`src/sv/rdq_pkg.sv`:
```
// Shared request codes, status codes and the cell command type for the ring buffer deque.
package rdq_pkg;

  // Default sizing of the deque.
  localparam int unsigned DefSize      = 15;
  localparam int unsigned DefDataWidth = 32;

  // Field widths on the stream ports.
  localparam int unsigned ValueW  = 32;
  localparam int unsigned ReqW    = 2;
  localparam int unsigned StatusW = 2;

  typedef enum logic [ReqW-1:0] {
    REQ_PUSH_FRONT  = 2'd0,
    REQ_POP_FRONT   = 2'd1,
    REQ_INJECT_REAR = 2'd2,
    REQ_EJECT_REAR  = 2'd3
  } req_e;

  typedef enum logic [StatusW-1:0] {
    ST_DONE  = 2'd0,
    ST_FULL  = 2'd1,
    ST_EMPTY = 2'd2,
    ST_RSVD  = 2'd3
  } status_e;

  // Command broadcast to every cell of the row.
  typedef struct packed {
    logic en;
    req_e op;
  } cell_cmd_t;

endpackage

```
`src/sv/ring_buffer_deque_core.sv`:
```
// Top level of the ring buffer deque: a row of shifting cells with a registered result stage.
// The result of a request is registered and appears in the cycle after the request item is accepted.
// Throughput: one request per cycle while the output is not stalled; the row of cells updates every cell together.
// The output register frees itself when its result is taken, so input and output overlap.
// Reset (rst_ni low, asynchronous) empties the deque and drops any pending result.
// Stored words are not cleared; only the per-cell occupied flags are reset.
module ring_buffer_deque_core
  import rdq_pkg::*;
#(
  parameter int unsigned SIZE       = DefSize,
  parameter int unsigned DATA_WIDTH = DefDataWidth
) (
  input  logic                            clk_i,
  input  logic                            rst_ni,
  input  logic                            s_axis_tvalid,
  output logic                            s_axis_tready,
  input  logic [ValueW-1:0]               s_axis_tdata,  // [31:0] value
  input  logic [ReqW-1:0]                 s_axis_tuser,  // [1:0] req_type
  output logic                            m_axis_tvalid,
  input  logic                            m_axis_tready,
  output logic [ValueW-1:0]               m_axis_tdata,  // [31:0] data_out
  output logic [StatusW+1:0]              m_axis_tuser   // [1:0] status, [2] now_full,
                                                         // [3] now_empty
);

  logic                  accept;
  req_e                  req;
  logic [DATA_WIDTH+ValueW-1:0] value_wide;
  logic [DATA_WIDTH-1:0] value_st;

  logic [DATA_WIDTH-1:0] cell_data  [SIZE+1];
  logic                  cell_valid [SIZE+1];
  logic                  cell_vnext [SIZE];
  logic                  cell_tail  [SIZE];
  logic [DATA_WIDTH-1:0] tail_word  [SIZE+1];

  logic                  is_full, is_empty, is_insert, rejected;
  cell_cmd_t             cmd;
  status_e               status;
  logic [DATA_WIDTH-1:0] removed;
  logic [DATA_WIDTH+ValueW-1:0] removed_wide;

  logic                  out_valid_q;
  logic [ValueW-1:0]     out_data_q;
  status_e               out_status_q;
  logic                  out_full_q, out_empty_q;

  // Input decode; the word is zero-extended or truncated to the stored width.
  assign s_axis_tready = !out_valid_q || m_axis_tready;
  assign accept        = s_axis_tvalid && s_axis_tready;
  assign req           = req_e'(s_axis_tuser);
  assign value_wide    = {{DATA_WIDTH{1'b0}}, s_axis_tdata};
  assign value_st      = value_wide[DATA_WIDTH-1:0];

  // Occupancy flags come straight from the boundary cells.
  assign is_full   = cell_valid[SIZE-1];
  assign is_empty  = !cell_valid[0];
  assign is_insert = (req == REQ_PUSH_FRONT) || (req == REQ_INJECT_REAR);
  assign rejected  = is_insert ? is_full : is_empty;
  assign cmd.en    = accept && !rejected;
  assign cmd.op    = req;

  // Right boundary of the row reads as an empty cell.
  assign cell_data[SIZE]  = '0;
  assign cell_valid[SIZE] = 1'b0;
  assign tail_word[0]     = '0;

  // Row of cells; the left neighbor of the first cell is the incoming word.
  for (genvar i = 0; i < SIZE; i++) begin : g_cell
    logic [DATA_WIDTH-1:0] left_data;
    logic                  left_valid;

    if (i == 0) begin : g_head
      assign left_data  = value_st;
      assign left_valid = 1'b1;
    end else begin : g_body
      assign left_data  = cell_data[i-1];
      assign left_valid = cell_valid[i-1];
    end

    rdq_cell #(
      .DATA_WIDTH(DATA_WIDTH)
    ) u_cell (
      .clk_i        (clk_i),
      .rst_ni       (rst_ni),
      .cmd_i        (cmd),
      .value_i      (value_st),
      .left_data_i  (left_data),
      .left_valid_i (left_valid),
      .right_data_i (cell_data[i+1]),
      .right_valid_i(cell_valid[i+1]),
      .data_o       (cell_data[i]),
      .valid_o      (cell_valid[i]),
      .valid_next_o (cell_vnext[i]),
      .tail_o       (cell_tail[i])
    );

    // The rear word is gathered along the row from the single tail cell.
    assign tail_word[i+1] = tail_word[i] | (cell_tail[i] ? cell_data[i] : '0);
  end

  // Removed word and status of the current request.
  always_comb begin
    removed = '0;
    status  = ST_DONE;
    if (rejected) begin
      status = is_insert ? ST_FULL : ST_EMPTY;
    end else if (req == REQ_POP_FRONT) begin
      removed = cell_data[0];
    end else if (req == REQ_EJECT_REAR) begin
      removed = tail_word[SIZE];
    end
  end

  assign removed_wide = {{ValueW{1'b0}}, removed};

  // Result register: filled on accept, emptied when the item is taken.
  always_ff @(posedge clk_i or negedge rst_ni) begin
    if (!rst_ni) begin
      out_valid_q <= 1'b0;
    end else if (accept) begin
      out_valid_q <= 1'b1;
    end else if (m_axis_tready) begin
      out_valid_q <= 1'b0;
    end
  end

  always_ff @(posedge clk_i) begin
    if (accept) begin
      out_data_q   <= removed_wide[ValueW-1:0];
      out_status_q <= status;
      out_full_q   <= cell_vnext[SIZE-1];
      out_empty_q  <= !cell_vnext[0];
    end
  end

  assign m_axis_tvalid = out_valid_q;
  assign m_axis_tdata  = out_data_q;
  assign m_axis_tuser  = {out_empty_q, out_full_q, out_status_q};

endmodule

```
`src/sv/rdq_cell.sv`:
```
// One storage cell of the deque row: holds a word and an occupied flag.
module rdq_cell
  import rdq_pkg::*;
#(
  parameter int unsigned DATA_WIDTH = DefDataWidth
) (
  input  logic                  clk_i,
  input  logic                  rst_ni,
  input  cell_cmd_t             cmd_i,
  input  logic [DATA_WIDTH-1:0] value_i,
  input  logic [DATA_WIDTH-1:0] left_data_i,
  input  logic                  left_valid_i,
  input  logic [DATA_WIDTH-1:0] right_data_i,
  input  logic                  right_valid_i,
  output logic [DATA_WIDTH-1:0] data_o,
  output logic                  valid_o,
  output logic                  valid_next_o,
  output logic                  tail_o
);

  logic [DATA_WIDTH-1:0] data_q, data_d;
  logic                  valid_q, valid_d;

  // Next contents: a front push shifts rearward, a front pop shifts frontward,
  // rear operations touch only the boundary cell.
  always_comb begin
    data_d  = data_q;
    valid_d = valid_q;
    if (cmd_i.en) begin
      unique case (cmd_i.op)
        REQ_PUSH_FRONT: begin
          data_d  = left_data_i;
          valid_d = left_valid_i;
        end
        REQ_POP_FRONT: begin
          data_d  = right_data_i;
          valid_d = right_valid_i;
        end
        REQ_INJECT_REAR: begin
          if (!valid_q && left_valid_i) begin
            data_d  = value_i;
            valid_d = 1'b1;
          end
        end
        REQ_EJECT_REAR: begin
          if (valid_q && !right_valid_i) begin
            valid_d = 1'b0;
          end
        end
        default: begin
          data_d  = data_q;
          valid_d = valid_q;
        end
      endcase
    end
  end

  // The occupied flag is control state; the word itself needs no reset.
  always_ff @(posedge clk_i or negedge rst_ni) begin
    if (!rst_ni) begin
      valid_q <= 1'b0;
    end else begin
      valid_q <= valid_d;
    end
  end

  always_ff @(posedge clk_i) begin
    data_q <= data_d;
  end

  assign data_o       = data_q;
  assign valid_o      = valid_q;
  assign valid_next_o = valid_d;
  assign tail_o       = valid_q && !right_valid_i;

endmodule

```
`config.mk`:
```
export PLATFORM = sky130hd
export DESIGN_NAME = ring_buffer_deque_core
export DESIGN_NICKNAME = d
export VERILOG_FILES = /design/src/sv/rdq_pkg.sv /design/src/sv/ring_buffer_deque_core.sv /design/src/sv/rdq_cell.sv
export SDC_FILE = /design/constraint.sdc
export NUM_CORES = 1
export LEC_CHECK = 0
export ABC_AREA = 1
export BUFFER_PORTS_ARGS = -buffer_cell sky130_fd_sc_hd__buf_2
export CAP_MARGIN = 10
export CORE_MARGIN = 10
export CORE_UTILIZATION = 40
export CTS_CLUSTER_DIAMETER = 100
export DETAILED_ROUTE_END_ITERATION = 12
export HOLD_SLACK_MARGIN = 0.12
export MAX_ROUTING_LAYER = met4
export REMOVE_ABC_BUFFERS = 1
export SETUP_SLACK_MARGIN = 0.02
export SLEW_MARGIN = 15
export SYNTH_ARGS = -nofsm -noshare
export SYNTH_HDL_FRONTEND = slang
export SYNTH_SLANG_ARGS = --single-unit
```
`constraint.sdc`:
```
create_clock -name clk_i -period 4.6 [get_ports clk_i]
set_input_delay 0.23 -clock clk_i [delete_from_list [all_inputs] [get_ports clk_i]]
set_output_delay 0.23 -clock clk_i [all_outputs]
set_load 0.02 [all_outputs]
```
=== After elaboration in Yosys (flattened, before gate mapping) ===
Index checks and enable logic that the tools add are counted.

* Muxes and demuxes: 96
* Reductions and logical operators: 69
* $mul: 0
* $lt $le $gt $ge: 0
* Bitwise operators: 14
* Shifts and indexed selects: 0
* $add $sub $neg: 0
* Equal/unequal tests: 31
* Divide/modulo/power cells: 0

{| class="wikitable"
|+ Operator list
! kind !! number
|-
| case mux 32 bit (3 select lines) || 15
|-
| two-way mux 32 bit || 32
|-
| OR 32 bit || 14
|-
| AND reduction 3 bit || 28
|-
| inequality test 2 x 1 -> 1 bit (second input constant) || 27
|-
| case mux 1 bit (4 select lines) || 13
|-
| two-way mux 1 bit || 33
|-
| zero test 1 bit || 18
|-
| logical AND 1 bit || 16
|-
| case mux 1 bit (3 select lines) || 2
|-
| == test 2 bit (second input constant) || 2
|-
| OR reduction 2 bit || 2
|-
| nonzero test 3 bit || 1
|-
| == test 2 x 1 -> 1 bit (second input constant) || 1
|-
| zero test 2 bit || 1
|-
| logical OR 1 bit || 2
|-
| two-way mux 2 bit || 1
|-
| inequality test 2 bit (second input constant) || 1
|-
| nonzero test 2 bit || 1
|}

* Bits in registers: 532
* RAM bits: 0
* Memory bits (read-only): 0
* Bits in latches: 0
* Input bits: 38
* Memories kept: 0

=== Logic depth before layout (Yosys ltp) ===
Gate-level depths: netlist (run 1).

* Word-level depth: 19
* Depth in mapped cells: 12
* Gate-level depth less buffers: 10

=== Hierarchy ===
Synthesis (run 1) repeated with hierarchy kept, for this count alone.

* Cell total of the unflattened synthesis: 4130
* Area total of the unflattened synthesis: 36884.1 sq um

{| class="wikitable"
|+ By module, submodules not included
! module !! area each (sq um) !! times used !! cells an instance !! seq. area each (sq um)
|-
| rdq_cell || 2084.5 || 15 || 200 || 985.9
|-
| ring_buffer_deque_core || 5616.6 || 1 || 1130 || 1106.1
|}

=== Least setup slack after synthesis (run 1) ===
No wires, ideal clock.

* Path kind: register to register
* Start point: reg out_valid_q (netlist: m_axis_tvalid)
* End point: reg g_cell[14].u_cell.data_q[0] (enable)
* Path buffers: 1
* Setup slack: 1265 ps
* Required time: 4168 ps
* Setup time: 432 ps
* Arrival time: 2903 ps
* Clock period less this slack: 3335 ps
* Stages on the path, launching flop included: 7
* Path through: dfrtp_1 nand2_1 nand2_1 nor2_8 nand2_2 buf_6 a21oi_1

* Word-level cells in the longest chain between the ends: 5

{| class="wikitable"
|+ Ends and longest elaborated chain
! element !! RTL line !! text
|-
| start, declared || ring_buffer_deque_core.sv:43 || <nowiki>logic out_valid_q;</nowiki>
|-
| start signal, assigned || ring_buffer_deque_core.sv:120 || <nowiki>out_valid_q <= 1'b0;</nowiki>
|-
| start signal, assigned || ring_buffer_deque_core.sv:122 || <nowiki>out_valid_q <= 1'b1;</nowiki>
|-
| start signal, assigned || ring_buffer_deque_core.sv:124 || <nowiki>out_valid_q <= 1'b0;</nowiki>
|-
| zero test 1 bit || ring_buffer_deque_core.sv:49 || <nowiki>assign s_axis_tready = !out_valid_q || m_axis_tready;</nowiki>
|-
| logical OR 1 bit || ring_buffer_deque_core.sv:49 ||
|-
| via s_axis_tready || ring_buffer_deque_core.sv:16 || <nowiki>output logic s_axis_tready,</nowiki>
|-
| logical AND 1 bit || ring_buffer_deque_core.sv:50 || <nowiki>assign accept = s_axis_tvalid && s_axis_tready;</nowiki>
|-
| logical AND 1 bit || ring_buffer_deque_core.sv:60 || <nowiki>assign cmd.en = accept && !rejected;</nowiki>
|-
| AND reduction 3 bit (no line) || -- ||
|-
| end signal, assigned || rdq_cell.sv:68 || <nowiki>data_q <= data_d;</nowiki>
|-
| end, declared || rdq_cell.sv:21 || <nowiki>logic [DATA_WIDTH-1:0] data_q, data_d;</nowiki>
|}

The timed path passes the listed nets, and every way through them passes these cells.
A chain may end at the register's enable or synchronous reset.

=== Worst setup path in the final report (run 1) ===
* Start point: reg g_cell[13].u_cell.valid_q
* End point: reg out_data_q[28] (netlist: m_axis_tdata[28]), data pin

* Word-level cells in the longest chain between the ends: 8
* Elaborated cells on any way between the ends: 10
* Classes of those cells: mux: 4; bitwise: 3; reduce/logical: 3

{| class="wikitable"
|+ Ends and longest elaborated chain
! element !! RTL line !! text
|-
| start, declared || rdq_cell.sv:22 || <nowiki>logic valid_q, valid_d;</nowiki>
|-
| start signal, assigned || rdq_cell.sv:63 || <nowiki>valid_q <= valid_d;</nowiki>
|-
| zero test 1 bit || rdq_cell.sv:74 || <nowiki>assign tail_o = valid_q && !right_valid_i;</nowiki>
|-
| logical AND 1 bit || rdq_cell.sv:74 ||
|-
| two-way mux 32 bit || ring_buffer_deque_core.sv:99 || <nowiki>assign tail_word[i+1] = tail_word[i] | (cell_tail[i] ? cell_data[i] : '0);</nowiki>
|-
| OR 32 bit || ring_buffer_deque_core.sv:99 ||
|-
| OR 32 bit * (2 in series) || ring_buffer_deque_core.sv:99 ||
|-
| two-way mux 32 bit * || ring_buffer_deque_core.sv:110 || <nowiki>end else if (req == REQ_EJECT_REAR) begin</nowiki>
|-
| two-way mux 32 bit * || ring_buffer_deque_core.sv:108 || <nowiki>end else if (req == REQ_POP_FRONT) begin</nowiki>
|-
| end signal, assigned || ring_buffer_deque_core.sv:130 || <nowiki>out_data_q <= removed_wide[ValueW-1:0];</nowiki>
|-
| end, declared || ring_buffer_deque_core.sv:44 || <nowiki>logic [ValueW-1:0] out_data_q;</nowiki>
|}

Mark *: on every way between the ends. The rest lies on a longest branch, timed or not.

==> impl_results.md, run 1 <==
- Leak: 12.7 nW
- Ordered list of cells on the worst path: inv_1, nand2_2, buf_4, nor2_1, nor2_1, nand2_1, o21ai_1, a21oi_1
- Post-synth EDFFs: 516
- Max Clk Rate: 317 MHz
- WL final: 100000 um
- Leading area contributor after synthesis: edfxtp_1
- Clock sink count: 532
- Clk_lat worst skew: 0.64 ns
- R2R depth: 8
- Utilization after layout: 45.2%
- CTS tree: built
- Crit path max-delay cell type: dfrtp_2
- Die Ht: 286 um
- Global-route wire length before repair: 150000 um
- Post-synthesis cell type count: 27
- Share of cells above drive strength 1: 8.60%
- Top cell type's share of synthesized area: 54.9%
- Clock transition at path regs: 0.06 ns
- Final Non-Filler Cells: 4138
- Final ANT Viol Nets: 0
- # setup viols final: 0
- Htree depth: 2
- CP startpoint kind: flop
- Tmin final: 3.15 ns
- Port bufs: 75
- CP max FO: 35
- CTS buffer count: 58
- Maxcap violations: 0
- HPWL after DPL: 59700 um
- Sequential share of the synthesized area: 56.3%
- M1 GR Usage: 33.4%
- Clock buffer depth: 3
- Required @ worst endpoint: 4.93 ns
- Final Hold Fails: 0
- Num ports: 76
- DRC: 0
- Num rows: 97
- Die area: 81600 um2
- YS warnings: 0
- Setup TNS: 0 ns
- Area growth, synth to finish: 12.1%
- Root buffer cell: clkbuf_16
- Power Density: 566 nW/um2
- Most common cell after layout, fill and taps aside: nand2_1
- Asr flop ratio synth: 3.01%
- Signal arrival time at the worst endpoint: 3.48 ns
- Layout fillers: 6810
- Mean Syn Cell Area: 8.93 um2
- Synth Instances: 3164
- Most frequent cells in the layout: nand2_1 (802), edfxtp_1 (516), nand3_1 (454)
- Max stage delay on crit path: 1.00 ns
- Largest net degree at the start of global routing: 193
- Most used cell, CP: nor2_1
- Vias/cell: 5.94
- Resize count post-CTS: 0
- Nets: 3192
- M2 GR Usage: 37.3%
- Final Cycle Share: 68.6%
- Unrepaired setup endpoints after global routing: no
- Wirelength per Cell: 24.3 um
- Grt ovf: 0
- Initial Util: 40.3%
- Worst VDD drop: 0.000515 V
- Iteration count of the initial detailed-routing pass: 6
- Die W: 286 um
- Max-slew headroom: 14.6%
- Hold slack: 0.111 ns
- Worst-margin pin slew: 1.27 ns
- Worst Hold Class: primary input to asynchronous set/reset pin
- Outcome: finished clean
- Grt met3 use: 3.88%
- Dpl cell area: 29500 um2
- Placed Instances: 3995
- Initial antenna violation count: 1
- GP Congestion: 0.869
- Clk_skew: 0.0215 ns
- Synth Register Bits: 532
- Starting DRC count in detailed routing: 3383
- Top Usage Layer GRT: met2
- Mapped Area: 28200 um2
- Main flop type after synthesis: edfxtp_1
- Cell area after layout: 31700 um2
- Crit path kind: flop to flop
- Synth area leaders: edfxtp_1 (55%), nand2_1 (11%), nand3_1 (8.0%), o221ai_1 (4.9%), nor2_1 (4.1%)
- Via count: 24600
- CP Capture Type: flop
- Slew Limit Fails: 0
- Total GRT Usage: 24.6%
- Core box area: 70000 um2
- Vias in the first global route: 23200
final cells by class:
cell class	instances	area, um2	area share, %
antenna	1	2.50	0.00791
timing repair buffer	181	1400	4.41
clock inverter	27	219	0.692
inverter	263	995	3.14
tap	940	1180	3.72
sequential	532	15900	50.3
clock buffer	80	1600	5.05
multi-input combinational	2114	10400	32.7
worst max-delay path: cells and delay by family, from the launching register on:
family                 cells  cell delay, ns
AOI/OAI and AO/OA          2            0.25
and+or+nand+nor            4            1.00
DFF                        1            1.00
buffers and inverters      2            0.57
sequential cells by signal, summed over array words and instances, names as in the netlist:
register,count
g_cell.u_cell.valid_o,15
m_axis_tvalid,1
out_status_q,2
m_axis_tdata,32
out_full_q,1
out_empty_q,1
g_cell.u_cell.data_o,480
cells in the mapped netlist (9+ instances only):
| library cell | count |
|---|---|
| nor2_1 | 309 |
| nand3_1 | 454 |
| edfxtp_1 | 516 |
| inv_2 | 13 |
| buf_2 | 152 |
| o21ai_0 | 56 |
| buf_1 | 24 |
| nand2_1 | 803 |
| a22oi_1 | 9 |
| a21oi_1 | 157 |
| o21ai_1 | 39 |
| clkbuf_1 | 72 |
| o211ai_1 | 114 |
| dfrtp_1 | 16 |
| o221ai_1 | 157 |
| inv_1 | 249 |
report_power, final:
part / internal, W / total [W] / switching, W
Sequential: 0.00628 / 0.00700 / 0.000720
Clock: 0.00263 / 0.00463 / 0.00200
Combinational: 0.00161 / 0.00629 / 0.00468
Total: 0.0105 / 0.0179 / 0.00740
per-layer routing:
| layer | routed length (um) | part of all wire [%] |
|---|---|---|
| met5 | 0 | 0 |
| met1 | 41200 | 41 |
| met4 | 3150 | 3.1 |
| met2 | 45700 | 46 |
| met3 | 10400 | 10 |
path summary, 6_finish.rpt:
kind | endpoint | slack, ns | from
max in group asynchronous | g_cell[8].u_cell.valid_o$_DFFE_PN0P_ | 4.15 | rst_ni
min in group clk_i | g_cell[13].u_cell.valid_o$_DFFE_PN0P_ | 0.30 | s_axis_tvalid
worst min-delay path | g_cell[9].u_cell.valid_o$_DFFE_PN0P_ | 0.11 | rst_ni
worst max-delay path | m_axis_tdata[28]$_SDFFCE_PP0P_ | 1.45 | g_cell[13].u_cell.valid_o$_DFFE_PN0P_
worst max register to register | m_axis_tdata[28]$_SDFFCE_PP0P_ | 1.45 | g_cell[13].u_cell.valid_o$_DFFE_PN0P_
worst min register to register | g_cell[13].u_cell.data_o[29]$_DFFE_PP_ | 0.56 | g_cell[14].u_cell.data_o[29]$_DFFE_PP_
metrics by stage:
step | setup WS, ns | power (W)
2_1_floorplan | -8.75 | 0.0103
3_3_place_gp | 1.10 | 0.0132
3_5_place_dp | 1.12 | 0.0132
4_1_cts | 1.56 | 0.0178
5_1_grt | 1.32 | 0.0187
6_report | 1.45 | 0.0179
timing repair:
| item | 4_1_cts | 5_1_grt |
|---|---|---|
| setup buffers | 0 | 0 |
| hold buffers | 35 | 0 |
| endpoints found under the hold margin | 50 | 0 |
logic make-up after synthesis:
logic type	Yosys count	share of synthesized area, %
simple gates	1575	23.1
compound gates	535	12.7
flops	532	56.3
buf+inv	518	7.71
fa+ha+maj	4	0.177
(Power assumes the default switching activity.)
==> run 2: changes to the inputs <==
==> constraint.sdc (replaced) <==
create_clock -name clk_i -period 3 [get_ports clk_i]
set_input_delay 0.15 -clock clk_i [delete_from_list [all_inputs] [get_ports clk_i]]
set_output_delay 0.15 -clock clk_i [all_outputs]
set_load 0.02 [all_outputs]
==> impl_results.md, run 2 (synthesized netlist as in run 1, its figures left out) <==
- Outcome: finished clean
- Flop pwr share: 37.0%
- Num rows: 97
- Largest net degree at the start of global routing: 157
- Num ports: 76
- Max stage delay on crit path: 0.48 ns
- Max Clk Rate: 391 MHz
- Clk_skew: 0.0244 ns
- Unrepaired setup endpoints after global routing: no
- Clock network power share: 26.8%
- Clock transition at path regs: 0.06 ns
- GP Congestion: 0.893
- WL final: 105000 um
- Vias/cell: 5.96
- Max-slew headroom: 29.2%
- Clock sink count: 532
- Nets: 3225
- Via count: 24900
- Die area: 81600 um2
- Sw frac: 41.2%
- Initial antenna violation count: 1
- CP max FO: 20
- Initial Util: 40.3%
- CP Capture Type: flop
- Port bufs: 75
- Signal arrival time at the worst endpoint: 2.95 ns
- P_int: 0.0169 W
- Setup TNS: 0 ns
- CP startpoint kind: flop
- Required @ worst endpoint: 3.40 ns
- Worst Hold Class: primary input to flop
- Final ANT Viol Nets: 0
- Wirelength per Cell: 25.2 um
- Tmin final: 2.56 ns
- Root buffer cell: clkbuf_16
- Most frequent cells in the layout: nand2_1 (802), edfxtp_1 (516), nand3_1 (454)
- Final Hold Fails: 0
- Psw: 0.0118 W
- Final Power: 0.0287 W
- Slew Limit Fails: 0
- Die Ht: 286 um
- CTS buffer count: 58
- Leak: 13.0 nW
- Ordered list of cells on the worst path: buf_4, inv_2, buf_4, nand3_1, nand2_1, nor2_1, nand2_1, o21ai_1, a21oi_1
- Maxcap violations: 0
- Starting DRC count in detailed routing: 3394
- Final Cycle Share: 85.2%
- Most common cell after layout, fill and taps aside: nand2_1
- Clk_lat worst skew: 0.64 ns
- Iteration count of the initial detailed-routing pass: 5
- CTS tree: built
- Share of cells above drive strength 1: 10.2%
- Power Density: 892 nW/um2
- Top Family by Delay on Critical Path: buffers and inverters
- HPWL after DPL: 63600 um
- Comb pwr share: 36.3%
- Worst-margin pin slew: 1.06 ns
- Vias in the first global route: 24000
- Max FFs per register: 480
- Global-route wire length before repair: 155000 um
- Area growth, synth to finish: 13.8%
- Crit path kind: flop to flop
- Total GRT Usage: 25.7%
- Buf+Inv Stages, Crit Path: 3
- Grt ovf: 0
- DRC: 0
- Clock buffer depth: 3
- # setup viols final: 0
- Core box area: 70000 um2
- Crit path max-delay cell type: buf_4
- Worst VDD drop: 0.000494 V
- Die W: 286 um
- Htree depth: 2
[run 2: changes by cell type in the layout (fill, tap and decap cells not counted), moves of 6 or more]
cell	change
buf_4	+28
clkbuf_8	+6
clkinv_1	-13
clkinv_2	+10
clkbuf_1	-7
[run 2: final timing paths]
| path | to | slack, ns | depth (start not counted) | start |
|---|---|---|---|---|
| worst max-delay path | m_axis_tdata[11]$_SDFFCE_PP0P_ | 0.44 | 9 | g_cell[8].u_cell.valid_o$_DFFE_PN0P_ |
| max in group asynchronous | g_cell[4].u_cell.valid_o$_DFFE_PN0P_ | 1.40 | 3 | rst_ni |
| worst max register to register | m_axis_tdata[11]$_SDFFCE_PP0P_ | 0.44 | 9 | g_cell[8].u_cell.valid_o$_DFFE_PN0P_ |
| worst min register to register | m_axis_tvalid$_DFFE_PN0P_ | 0.53 | 2 | m_axis_tvalid$_DFFE_PN0P_ |
| worst min-delay path | m_axis_tvalid$_DFFE_PN0P_ | 0.15 | 4 | s_axis_tvalid |
| min in group asynchronous | g_cell[6].u_cell.valid_o$_DFFE_PN0P_ | 0.87 | 3 | rst_ni |
[run 2: final cells by class]
class	count	area, um2
clock buffers	77	1600
clock inverters	30	392
diodes	1	2.50
multi-input cells	2114	10400
fillers	6712	37900
inverters	263	995
flip-flops and latches	532	15900
well taps	940	1180
repair buffers	214	1710
[run 2: per-layer routing]
| metal | routed length, um | GRT usage (%) | up-vias |
|---|---|---|---|
| met1 | 41900 | 33.6 | 12100 |
| met2 | 46900 | 38.7 | 1482 |
| met3 | 12200 | 5.31 | 258 |
| met5 | 0 | - | - |
| met4 | 4280 | 10.1 | 0 |
| li1 | - | - | 11100 |
[run 2: tightest hold or removal path, stage by stage]
cell	delay, ns
buf_2	0.08
nand2_1	0.21
buf_4	0.25
nand2_1	0.06
[run 2: power by group through the flow]
stage | logic [W] | registers, W | clock network, W
floorplan | 0.00482 | 0.0109 | 0
global placement | 0.00992 | 0.0107 | 0
detailed placement | 0.0100 | 0.0107 | 0
CTS | 0.0101 | 0.0106 | 0.00775
global route | 0.0110 | 0.0107 | 0.00804
finish | 0.0104 | 0.0106 | 0.00768
[run 2: timing repair]
action	in CTS	in global routing
buffers inserted	0	0
hold buffers	35	0
resized for setup	0	0
endpoints found under the hold margin	117	0
[run 2: through the flow]
step	setup slack [ns]	util, %	hold WS, ns	area (um2)	std cells
after CTS	0.579	45.9	0.160	32100	4170
after global routing	0.429	45.9	0.176	32100	4171
after detailed placement	0.520	42.5	0.160	29800	4028
after floorplan	-10.27	-	-0.146	27100	2909
final	0.443	45.9	0.153	32100	4171
after global placement	0.545	42.5	0.154	29800	4028
